<file path="src/hw/rtl/rcsd_pkg.sv">
// Shared constants and types for the ring code sector decoder.
`timescale 1ns / 1ps
package rcsd_pkg;

  localparam int SECTOR_COUNT = 13;

  localparam int SMP_W    = 8;
  localparam int REQ_W    = 4;
  localparam int CODE_W   = 13;
  localparam int ROT_W    = 4;
  localparam int SCORE_W  = 15;
  localparam int GAIN_W   = 11;
  localparam int CFG_IDX_W = 2;

  localparam int IDX_W  = $clog2(SECTOR_COUNT);
  localparam int ONES_W = $clog2(SECTOR_COUNT + 1);
  localparam int CMP_W  = (ONES_W > REQ_W) ? ONES_W : REQ_W;
  localparam int TURN_W = $clog2(SECTOR_COUNT);

  // register indexes on the config port
  localparam logic [CFG_IDX_W-1:0] REG_WHITE_CUT     = 2'd0;
  localparam logic [CFG_IDX_W-1:0] REG_BLACK_CUT     = 2'd1;
  localparam logic [CFG_IDX_W-1:0] REG_BIT_THRESHOLD = 2'd2;
  localparam logic [CFG_IDX_W-1:0] REG_REQUIRED_ONES = 2'd3;

  localparam logic [SMP_W-1:0] WHITE_CUT_RST     = 8'd53;
  localparam logic [SMP_W-1:0] BLACK_CUT_RST     = 8'd203;
  localparam logic [SMP_W-1:0] BIT_THRESHOLD_RST = 8'd128;
  localparam logic [REQ_W-1:0] REQUIRED_ONES_RST = 4'd5;

  typedef struct packed {
    logic [SMP_W-1:0] white_cut;
    logic [SMP_W-1:0] black_cut;
    logic [SMP_W-1:0] bit_threshold;
    logic [REQ_W-1:0] required_ones;
  } cfg_t;

  typedef struct packed {
    logic [SMP_W-1:0] ring1;
    logic [SMP_W-1:0] ring2;
    logic [SMP_W-1:0] ring3;
    logic [SMP_W-1:0] ring4;
    logic [SMP_W-1:0] ring5;
    logic [SMP_W-1:0] ring6;
    logic [SMP_W-1:0] data;
  } sample_t;

  // one finished read, handed from the accumulator to the rotation search
  typedef struct packed {
    logic                    found;
    logic [SECTOR_COUNT-1:0] word;
    logic [SCORE_W-1:0]      score;
  } read_t;

endpackage

</file>
<file path="src/hw/rtl/rcsd_accum.sv">
// Per-sector ring checks, score and bit accumulation; holds one finished read.
`timescale 1ns / 1ps
module rcsd_accum (
  input  logic             clk,
  input  logic             rst_n,
  input  rcsd_pkg::cfg_t    cfg,
  input  logic             smp_valid,
  input  rcsd_pkg::sample_t smp,
  output logic             smp_take,
  output logic             res_valid,
  output rcsd_pkg::read_t   res,
  input  logic             res_take
);
  import rcsd_pkg::*;

  logic [IDX_W-1:0]        idx_r, idx_nxt;
  logic                    rej_r, rej_nxt;
  logic [SCORE_W-1:0]      score_r, score_nxt;
  logic [SECTOR_COUNT-1:0] word_r, word_nxt;
  logic [ONES_W-1:0]       ones_r, ones_nxt;
  logic                    res_valid_r;
  read_t                   res_r;

  logic               last;
  logic               res_free;
  logic               bad;
  logic               bit_one;
  logic [SMP_W-1:0]   conf;
  logic [SMP_W:0]     data_x2;
  logic [GAIN_W-1:0]  gain;
  logic [SCORE_W:0]   sum;

  assign last     = (idx_r == IDX_W'(SECTOR_COUNT - 1));
  assign res_free = !res_valid_r || res_take;
  assign smp_take = smp_valid && (!last || res_free);

  always_comb begin
    bad = (smp.ring1 <= cfg.white_cut) || (smp.ring3 <= cfg.white_cut) ||
          (smp.ring4 <= cfg.white_cut) || (smp.ring6 <= cfg.white_cut) ||
          (smp.ring2 >  cfg.black_cut) || (smp.ring5 >  cfg.black_cut);
    bit_one = smp.data > cfg.bit_threshold;
    // |2d - 255|: 2d >= 255 exactly when the top bit of d is set
    data_x2 = {smp.data, 1'b0};
    if (smp.data[SMP_W-1]) begin
      conf = SMP_W'(data_x2 - 9'd255);
    end else begin
      conf = SMP_W'(9'd255 - data_x2);
    end
    gain = GAIN_W'(smp.ring1) + GAIN_W'(smp.ring3) + GAIN_W'(smp.ring4) +
           GAIN_W'(smp.ring6) + GAIN_W'(8'd255 - smp.ring2) +
           GAIN_W'(8'd255 - smp.ring5) + GAIN_W'(conf);
    sum = (SCORE_W + 1)'(score_r) + (SCORE_W + 1)'(gain);
    rej_nxt   = rej_r || bad;
    score_nxt = sum[SCORE_W] ? {SCORE_W{1'b1}} : sum[SCORE_W-1:0];
    word_nxt  = {word_r[SECTOR_COUNT-2:0], bit_one};
    ones_nxt  = ones_r + ONES_W'(bit_one);
    idx_nxt   = idx_r + IDX_W'(1);
  end

  always_ff @(posedge clk) begin
    if (!rst_n) begin
      idx_r       <= '0;
      rej_r       <= 1'b0;
      score_r     <= '0;
      word_r      <= '0;
      ones_r      <= '0;
      res_valid_r <= 1'b0;
    end else begin
      if (res_take) begin
        res_valid_r <= 1'b0;
      end
      if (smp_take) begin
        if (last) begin
          idx_r       <= '0;
          rej_r       <= 1'b0;
          score_r     <= '0;
          word_r      <= '0;
          ones_r      <= '0;
          res_valid_r <= 1'b1;
        end else begin
          idx_r   <= idx_nxt;
          rej_r   <= rej_nxt;
          score_r <= score_nxt;
          word_r  <= word_nxt;
          ones_r  <= ones_nxt;
        end
      end
    end
  end

  // finished read payload
  always_ff @(posedge clk) begin
    if (smp_take && last) begin
      res_r.found <= !rej_nxt && (CMP_W'(ones_nxt) == CMP_W'(cfg.required_ones));
      res_r.word  <= word_nxt;
      res_r.score <= score_nxt;
    end
  end

  assign res_valid = res_valid_r;
  assign res       = res_r;

endmodule

</file>
<file path="src/hw/rtl/rcsd_rotmin.sv">
// Lowest-rotation search over a finished code word and the result register.
`timescale 1ns / 1ps
module rcsd_rotmin (
  input  logic                         clk,
  input  logic                         rst_n,
  input  logic                         rd_valid,
  input  rcsd_pkg::read_t              rd,
  output logic                         rd_take,
  output logic                         out_valid,
  input  logic                         out_ready,
  output logic                         out_found,
  output logic [rcsd_pkg::CODE_W-1:0]  out_code_word,
  output logic [rcsd_pkg::ROT_W-1:0]   out_rotation,
  output logic [rcsd_pkg::SCORE_W-1:0] out_confidence
);
  import rcsd_pkg::*;

  localparam int LV = $clog2(SECTOR_COUNT);
  localparam int NL = 1 << LV;

  logic [2*SECTOR_COUNT-1:0] dbl;
  logic [SECTOR_COUNT-1:0]   tw [LV+1][NL];
  logic [TURN_W-1:0]         tt [LV+1][NL];
  logic                      tv [LV+1][NL];
  logic                      pick;
  logic                      out_adv;

  logic                    out_valid_r;
  logic                    found_r;
  logic [CODE_W-1:0]       code_r;
  logic [ROT_W-1:0]        rot_r;
  logic [SCORE_W-1:0]      conf_r;

  // rotation tree: leaves are the left rotations, ties keep the lower count
  always_comb begin
    dbl  = {rd.word, rd.word};
    pick = 1'b0;
    for (int l = 0; l <= LV; l++) begin
      for (int j = 0; j < NL; j++) begin
        tw[l][j] = '0;
        tt[l][j] = '0;
        tv[l][j] = 1'b0;
      end
    end
    for (int i = 0; i < SECTOR_COUNT; i++) begin
      tw[0][i] = dbl[(2*SECTOR_COUNT-1-i) -: SECTOR_COUNT];
      tt[0][i] = TURN_W'(i);
      tv[0][i] = 1'b1;
    end
    for (int l = 0; l < LV; l++) begin
      for (int j = 0; j < NL / 2; j++) begin
        if (j < (NL >> (l + 1))) begin
          pick = tv[l][2*j+1] && (!tv[l][2*j] || (tw[l][2*j+1] < tw[l][2*j]));
          tw[l+1][j] = pick ? tw[l][2*j+1] : tw[l][2*j];
          tt[l+1][j] = pick ? tt[l][2*j+1] : tt[l][2*j];
          tv[l+1][j] = tv[l][2*j] || tv[l][2*j+1];
        end
      end
    end
  end

  assign out_adv = !out_valid_r || out_ready;
  assign rd_take = rd_valid && out_adv;

  always_ff @(posedge clk) begin
    if (!rst_n) begin
      out_valid_r <= 1'b0;
    end else if (out_adv) begin
      out_valid_r <= rd_valid;
    end
  end

  always_ff @(posedge clk) begin
    if (rd_take) begin
      found_r <= rd.found;
      code_r  <= rd.found ? CODE_W'(tw[LV][0]) : '0;
      rot_r   <= rd.found ? ROT_W'(tt[LV][0]) : '0;
      conf_r  <= rd.found ? rd.score : '0;
    end
  end

  assign out_valid      = out_valid_r;
  assign out_found      = found_r;
  assign out_code_word  = code_r;
  assign out_rotation   = rot_r;
  assign out_confidence = conf_r;

endmodule

</file>
<file path="src/hw/rtl/ring_code_sector_decoder_unit.sv">
// Top level of the ring code sector decoder: config registers, input register, stages.
`timescale 1ns / 1ps
// Ring code sector decoder.
// in_*  : one item per sector of the fiducial, six ring samples and one data
//         sample, valid/ready. After every SECTOR_COUNT items one result
//         item leaves on out_*: found, lowest rotation of the code word,
//         rotation count and summed confidence (zeros when not found).
// cfg_* : write port, cfg_we with cfg_index selecting white cut, black cut,
//         bit threshold or required ones count; no wait states, no read.
// Pipeline: input register -> sector accumulator (checks, score, bit
//   shift; holds the finished read) -> rotation tree and result register.
// Throughput: one item per cycle, sustained while out_ready stays high (see Stall).
// Result path: the edge that takes the last sector fills the accumulator's read
//   register; the result register on out_* loads from it when out_ready allows.
// Reset (rst_n low, synchronous): accumulators and valid flags clear, the
//   config registers return to 53, 203, 128 and 5.
// Stall: when out_ready is low the result register holds and one more
//   finished read waits behind it; the accumulator still takes sectors up to
//   the last sector of the following read, which then waits in the input
//   register, and in_ready drops.
module ring_code_sector_decoder_unit (
  input  logic                           clk,
  input  logic                           rst_n,
  input  logic                           cfg_we,
  input  logic [rcsd_pkg::CFG_IDX_W-1:0] cfg_index,
  input  logic [rcsd_pkg::SMP_W-1:0]     cfg_wdata,
  input  logic                           in_valid,
  output logic                           in_ready,
  input  logic [rcsd_pkg::SMP_W-1:0]     in_ring1_level,
  input  logic [rcsd_pkg::SMP_W-1:0]     in_ring2_level,
  input  logic [rcsd_pkg::SMP_W-1:0]     in_ring3_level,
  input  logic [rcsd_pkg::SMP_W-1:0]     in_ring4_level,
  input  logic [rcsd_pkg::SMP_W-1:0]     in_ring5_level,
  input  logic [rcsd_pkg::SMP_W-1:0]     in_ring6_level,
  input  logic [rcsd_pkg::SMP_W-1:0]     in_data_level,
  output logic                           out_valid,
  input  logic                           out_ready,
  output logic                           out_found,
  output logic [rcsd_pkg::CODE_W-1:0]    out_code_word,
  output logic [rcsd_pkg::ROT_W-1:0]     out_rotation,
  output logic [rcsd_pkg::SCORE_W-1:0]   out_confidence
);
  import rcsd_pkg::*;

  cfg_t    cfg_r;
  logic    smp_valid_r;
  sample_t smp_r;
  logic    smp_take;
  logic    rd_valid;
  read_t   rd;
  logic    rd_take;

  // config registers; unknown indexes cannot occur with a two-bit index
  always_ff @(posedge clk) begin
    if (!rst_n) begin
      cfg_r.white_cut     <= WHITE_CUT_RST;
      cfg_r.black_cut     <= BLACK_CUT_RST;
      cfg_r.bit_threshold <= BIT_THRESHOLD_RST;
      cfg_r.required_ones <= REQUIRED_ONES_RST;
    end else if (cfg_we) begin
      case (cfg_index)
        REG_WHITE_CUT:     cfg_r.white_cut     <= cfg_wdata;
        REG_BLACK_CUT:     cfg_r.black_cut     <= cfg_wdata;
        REG_BIT_THRESHOLD: cfg_r.bit_threshold <= cfg_wdata;
        REG_REQUIRED_ONES: cfg_r.required_ones <= cfg_wdata[REQ_W-1:0];
        default: begin
        end
      endcase
    end
  end

  // input register: refills in the cycle its item moves on
  assign in_ready = !smp_valid_r || smp_take;

  always_ff @(posedge clk) begin
    if (!rst_n) begin
      smp_valid_r <= 1'b0;
    end else if (in_ready) begin
      smp_valid_r <= in_valid;
    end
  end

  always_ff @(posedge clk) begin
    if (in_valid && in_ready) begin
      smp_r.ring1 <= in_ring1_level;
      smp_r.ring2 <= in_ring2_level;
      smp_r.ring3 <= in_ring3_level;
      smp_r.ring4 <= in_ring4_level;
      smp_r.ring5 <= in_ring5_level;
      smp_r.ring6 <= in_ring6_level;
      smp_r.data  <= in_data_level;
    end
  end

  rcsd_accum u_accum (
    .clk       (clk),
    .rst_n     (rst_n),
    .cfg       (cfg_r),
    .smp_valid (smp_valid_r),
    .smp       (smp_r),
    .smp_take  (smp_take),
    .res_valid (rd_valid),
    .res       (rd),
    .res_take  (rd_take)
  );

  rcsd_rotmin u_rotmin (
    .clk            (clk),
    .rst_n          (rst_n),
    .rd_valid       (rd_valid),
    .rd             (rd),
    .rd_take        (rd_take),
    .out_valid      (out_valid),
    .out_ready      (out_ready),
    .out_found      (out_found),
    .out_code_word  (out_code_word),
    .out_rotation   (out_rotation),
    .out_confidence (out_confidence)
  );

endmodule
</file>
<file path="config.mk">
export PLATFORM = sky130hd
export DESIGN_NAME = ring_code_sector_decoder_unit
export DESIGN_NICKNAME = d
export VERILOG_FILES = /design/src/hw/rtl/rcsd_pkg.sv /design/src/hw/rtl/rcsd_accum.sv /design/src/hw/rtl/rcsd_rotmin.sv /design/src/hw/rtl/ring_code_sector_decoder_unit.sv
export SDC_FILE = /design/constraint.sdc
export NUM_CORES = 1
export LEC_CHECK = 0
export BUFFER_PORTS_ARGS = -buffer_cell sky130_fd_sc_hd__buf_2
export CAP_MARGIN = 20
export CORE_MARGIN = 2
export CORE_UTILIZATION = 40
export CTS_CLUSTER_DIAMETER = 30
export DETAILED_ROUTE_END_ITERATION = 6
export GPL_TIMING_DRIVEN = 0
export PLACE_DENSITY_LB_ADDON = 0.05
export SYNTH_ARGS = -nofsm -noshare
export SYNTH_HDL_FRONTEND = slang
export SYNTH_SLANG_ARGS = --single-unit
</file>
<file path="constraint.sdc">
create_clock -name clk -period 12.4 [get_ports clk]
set_input_delay 1.86 -clock clk [delete_from_list [all_inputs] [get_ports clk]]
set_output_delay 1.86 -clock clk [all_outputs]
set_load 0.1 [all_outputs]
</file>
Word level (Yosys, flattened, before mapping)
Cells that the tools add are included.

operators by class
  mux-type cells = 34
  multipliers = 0
  reduce and logical (&&, ||, !) cells = 25
  shifts and indexed selects = 0
  add/subtract/negate cells = 13
  divide/modulo/power cells = 0
  eq/ne operators = 5
  bitwise logic cells = 0
  $lt $le $gt $ge = 19

operator list
  cell                                                               number
  13-bit < comparator                                                12
  13-bit two-way mux                                                 12
  11-bit by 8-bit adder with 11-bit output                           3
  8-bit less-or-equal comparator                                     4
  4-bit two-way mux                                                  8
  15-bit two-way mux                                                 2
  8-bit > comparator                                                 3
  11-bit adder                                                       2
  8-bit by 8-bit subtractor with 9-bit output, first input constant  2
  15-bit by 11-bit adder with 16-bit output                          1
  12-bit two-way mux                                                 1
  1-bit logical OR                                                   10
  1-bit two-way mux                                                  10
  8-bit by 8-bit adder with 9-bit output                             1
  8-bit two-way mux                                                  1
  2-bit AND reduction                                                4
  8-bit subtractor, first input constant                             1
  8-bit subtractor, second input constant                            1
  1-bit logical AND                                                  5
  1-bit logical NOT                                                  5
  4-bit by 1-bit adder with 4-bit output                             1
  4-bit by 1-bit adder with 4-bit output, second input constant      1
  2-bit equality test, second input constant                         2
  4-bit equality test                                                1
  3 further kinds                                                    3

storage, ports and cells
  memories kept = 0
  latch bits = 0
  input port bits = 71
  word-level logic and storage cells = 122
  bits in writable memories = 0
  bits in read-only memories = 0
  output and inout port bits = 35
  register bits = 185

Logic depth before layout (Yosys ltp)
  depth after elaboration = 9
  depth in mapped cells = 49
  gate-level depth less buffers = 44

Cells and area by module
A second synthesis with hierarchy kept.

second synthesis, totals
  cell total of the unflattened synthesis = 1544
  area total of the unflattened synthesis = 14497.7 µm²

modules (own cells, without submodules)
  module                         cells an instance  sequential area each (µm²)  instances  area an instance (µm²)
  rcsd_rotmin                    762                1011.0                      1          5845.6
  rcsd_accum                     607                1611.5                      1          5779.3
  ring_code_sector_decoder_unit  175                2262.2                      1          2872.8

Worst setup path after synthesis
OpenSTA, ideal clock, no wires.

  kind = reg2reg
  start point = register u_accum.res_r (netlist bit u_accum.res[21])
  end point = register u_rotmin.code_r[5] (netlist: u_rotmin.out_code_word[5]), data pin
  library setup time = 0.262 ns
  buffers on the path = 6
  arrival = 9.081 ns
  period minus slack after synthesis = 9.343 ns
  cell stages (with the launch flop) = 48
  data required time = 12.138 ns
  slack = 3.057 ns
  cells stage by stage = edfxtp_1 -> clkbuf_1 -> clkinv_1 -> ha_1 -> a21oi_2 -> o21a_1 -> a2bb2oi_1 -> nand2_1 -> clkbuf_1 -> clkbuf_1 -> nand2_1 -> o21ai_0 -> ha_1 -> and3_1 -> nand3_1 -> nor3b_1 -> o21ai_1 -> nand3_1 -> (+12 left out) -> buf_4 -> mux2i_1 -> ha_1 -> a21o_1 -> a21o_1 -> a21o_1 -> a21oi_1 -> nor2b_1 -> o21ai_0 -> nand2b_1 -> a21oi_1 -> nand2_1 -> o21ai_0 -> inv_1 -> nand2b_1 -> o21ai_4 -> buf_6 -> mux2_1

between the ends
  word-level cells in the longest chain between the ends = 8
  elaborated cells on any way between the ends = 24
  classes of those cells = order compare (12); mux (12)

RTL lines
  what                    line               text
  from (decl)             rcsd_accum.sv:22   read_t res_r;
  13-bit < comparator     rcsd_rotmin.sv:53  pick = tv[l][2*j+1] && (!tv[l][2*j] || (tw[l][2*j+1] < tw[l][2*j]));
  13-bit two-way mux      rcsd_rotmin.sv:54  tw[l+1][j] = pick ? tw[l][2*j+1] : tw[l][2*j];
  13-bit < comparator     rcsd_rotmin.sv:53
  13-bit two-way mux      rcsd_rotmin.sv:54
  13-bit < comparator     rcsd_rotmin.sv:53
  13-bit two-way mux      rcsd_rotmin.sv:54
  13-bit < comparator     rcsd_rotmin.sv:53
  13-bit two-way mux (*)  rcsd_rotmin.sv:54
  to (signal assigned)    rcsd_rotmin.sv:76  code_r <= rd.found ? CODE_W'(tw[LV][0]) : '0;
  to (decl)               rcsd_rotmin.sv:30  logic [CODE_W-1:0] code_r;

Mark *: on every way between the ends. The rest lies on a longest branch, timed or not.
A chain may end at the register's enable or synchronous reset.

Worst setup path after layout
Same ends and word-level chain as after synthesis.

==> flow_summary.yaml <==
synth:
  synth_fa_ha_area_share_pct: 19.3
  yosys-mux-area-fraction_pct: 4.91
  synth_enable_flop_cells: 118
  synth_compound_area_share_pct: 19.1
  async_flop_share_pct: 0
  synth_top_family_by_area: "adder cells"
  seq_area_frac_synth_pct: 34.1
  synth-seq-cells: 185
  syn-instance-count: 1534
  synthSimpleGateAreaFrac_pct: 16.0
  synth_ff_type: "edfxtp_1"
  synth-warning-count: 0
  yosysUniqueCellTypes: 83
  syn_area_mm2: 0.0143
  synth_fp_nets: 1805
  syn_area_per_cell_um2: 9.33
  synth_xor_area_share_pct: 2.20
routing:
  drt-pass1-iter-count: 7
  routed_wl_um: 42600
  drt-wirelength-per-cell_um: 19.9
  drc: 0
  vias: 11773
  post_drt_via_cell_ratio: 5.51
  ant_nets: 0
  drt_iter0_drc: 670
critical_path:
  r2r_start: "u_accum.res[21]"
  cpPeakStageDelay_ns: 0.49
  cp_common_cell: "a21oi_1"
  cp.arrival_ns: 11.72
  rrSetupSlack_ns: 0.87
  end_kind: "register"
  critPathLaunch: "u_accum.res[21]"
  ff2ff_path_depth: 47
  critical_path.slowest_cell: "edfxtp_1"
  critPathLaunchType: "register"
  timing.rr.end: "u_rotmin.out_code_word[5]"
  path_max_fanout: 10
  cp_data_required_time_ns: 12.60
  worstSetupEndpoint: "u_rotmin.out_code_word[5]"
  critical_path_class: "register to register"
outcome:
  status: "complete, no violations"
finish:
  drive_above_1_share_pct: 12.3
  postLayoutCoreUtil_pct: 45.6
  fin_nets: 1933
  syn_to_final_growth_pct: 12.7
cts:
  insertion_delay_ns: 0.45
  clock_sinks: 185
  cts_root_buffer: "clkbuf_16"
  tritoncts: "done"
  clock_path_buffers: 2
  clkTransAtPathRegs_ns: 0.07
  htreeDepth: 4
  cts_buffers: 17
placed_design:
  port_buffers: 104
  dp_hpwl_um: 34100
  gp_congestion: 0.910
  dp_worst_setup_slack_ns: -0.0823
pwr:
  ir_drop_uv: 188
  p_per_area_mw_per_mm2: 162
  p_leak_nw: 6.86
run:
  cap_violations: 0
die:
  start_util_pct: 40.4
  die_area_mm2: 0.0373
  dieHeight_um: 193
  core_area_mm2: 0.0354
  ioPinCount: 106
  rows: 69
  die_width_um: 193
global_route:
  grtUsageTotal_pct: 23.4
  gr-total-overflow: 0
  grt_start_max_net_pins: 43
  grt_pass1_wl_um: 65400
  grt_pass1_vias: 11539
  antenna_found_initial: 2
timing:
  worstMarginPinSlew_ns: 0.930
  finalHoldViolCount: 0
  fmax_mhz: 86.8
  finClkSkew_ns: 0.0161
  timing.slew.headroom_pct: 37.9
  fin_crit_ns: 11.53
  worst_slack_ns: 0.874
  finalCritPeriodShare_pct: 93.0
  setup_viol: 0
  slew_viol_final: 0
  rsz0062_at_grt: "no"
hold_path:
  hold_path_depth: 0
  min_path_type: "register to register"
==> cell usage in the layout (no fill, tap or decap), types with 12 or more instances in the layout <==
cell	n
a21oi_1	129
nand2_1	139
nor3_1	15
inv_1	97
a21boi_0	24
a21o_1	30
nor2b_1	51
clkbuf_1	43
o21ai_1	12
nor2_1	118
clkbuf_16	17
xnor2_1	28
o21ai_0	63
fa_1	33
o21bai_1	16
ha_1	167
edfxtp_1	118
dfxtp_1	67
buf_2	106
mux2i_1	40
nand4_1	22
a22oi_1	19
o21a_1	13
nand3_1	23
nand2b_1	28
and2_1	37
o211ai_1	16
mux2_2	23
==> power by group <==
group	internal [mW]	switching [mW]	total [mW]
sequential	0.738	0.0224	0.760
clock	0.309	0.236	0.545
combinational	0.511	0.805	1.32
total	1.56	1.06	2.62
==> kinds of logic after synthesis <==
| kind of cell | after synthesis |
|---|---|
| AND/OR/NAND/NOR | 472 |
| AO/OA/AOI/OAI | 414 |
| adder cells (fa/ha/maj) | 201 |
| flip-flops | 185 |
| buffers and inverters | 159 |
| multiplexers | 67 |
| XOR/XNOR | 36 |
==> worst max-delay path, delay by kind of cell, from the launching register on <==
family                     cells  cell delay (ns)
and+or+nand+nor               12             1.96
buffers and inverters          8             1.93
muxes                          2             0.68
adders and majority gates      4             1.35
DFF                            1             0.49
AOI/OAI and AO/OA             21             4.83
==> cell usage after synthesis (13+ instances only) <==
cell type  number  area [µm²]
and2_1         38         238
nand2b_1       28         175
nor2b_1        52         325
ha_1          167        2090
o21ai_1        14        70.1
nor3_1         15        75.1
mux2_2         23         259
clkbuf_1       45         169
nand4_1        22         138
a21oi_1       129         646
o21ai_0        64         320
inv_1          97         364
nand2_1       139         522
dfxtp_1        67        1340
mux2i_1        41         410
xnor2_1        28         245
nand3_1        23         115
o21a_1         13        97.6
a21boi_0       24         180
fa_1           33         661
edfxtp_1      118        3540
a21o_1         30         225
o211ai_1       16         120
nor2_1        118         443
a22oi_1        19         143
o21bai_1       16         120
==> stage by stage <==
stage          hold slack, ns  instances  cell area, µm²  power [mW]  setup TNS [ns]
4_1_cts                 0.452       2133           16100        2.65               0
5_1_grt                 0.458       2136           16100        2.84               0
6_report                0.445       2137           16100        2.62               0
3_3_place_gp            0.419       2099           15400        2.08          -0.343
3_5_place_dp            0.435       2101           15500        2.10          -0.328
2_1_floorplan           0.409       1534           14300        1.67               0
==> timing repair <==
item,4_1_cts,5_1_grt
resized for setup,1,22
hold buffers,0,0
buffers inserted,0,3
endpoints found under the setup margin,6,17
==> layer usage <==
metal,part of all wire (%),GRT usage [%],up-vias
met1,44,29.6,5526
met4,3.9,10.9,2
met5,0.012,0,-
li1,-,-,5812
met2,47,39.3,352
met3,4.8,3.86,81
==> state kept, by name (all words and copies together) (netlist names) <==
name / flops
u_rotmin.out_valid: 1
u_accum.res_valid: 1
u_accum.word_r: 12
u_rotmin.out_code_word: 13
smp_r: 56
u_rotmin.out_rotation: 4
u_rotmin.out_found: 1
u_accum.score_r: 15
u_accum.rej_r: 1
u_rotmin.out_confidence: 15
u_accum.res: 29
u_accum.idx_r: 4
u_accum.ones_r: 4
smp_valid_r: 1
cfg_r: 28
==> cell type report <==
class	instances	area, µm²
antenna	1	2.50
buffer	54	234
clock buffer	22	464
clock inverter	10	120
fill	3519	19300
inverter	105	410
multi-input combinational	1190	8850
sequential	185	4880
tap	461	577
timing repair buffer	109	591
==> how the worst min path moves through the flow <==
stage,from,endpoint,slack (ns)
global route,u_accum.word_r[11],u_accum.res[27],0.46
finish,u_accum.word_r[11],u_accum.res[27],0.45
CTS,u_accum.word_r[11],u_accum.res[27],0.45
global placement,u_accum.word_r[11],u_accum.res[27],0.42
floorplan,u_accum.word_r[11],u_accum.res[27],0.41
detailed placement,u_accum.word_r[11],u_accum.res[27],0.43
No activity file was read; power rests on OpenSTA's default activity.
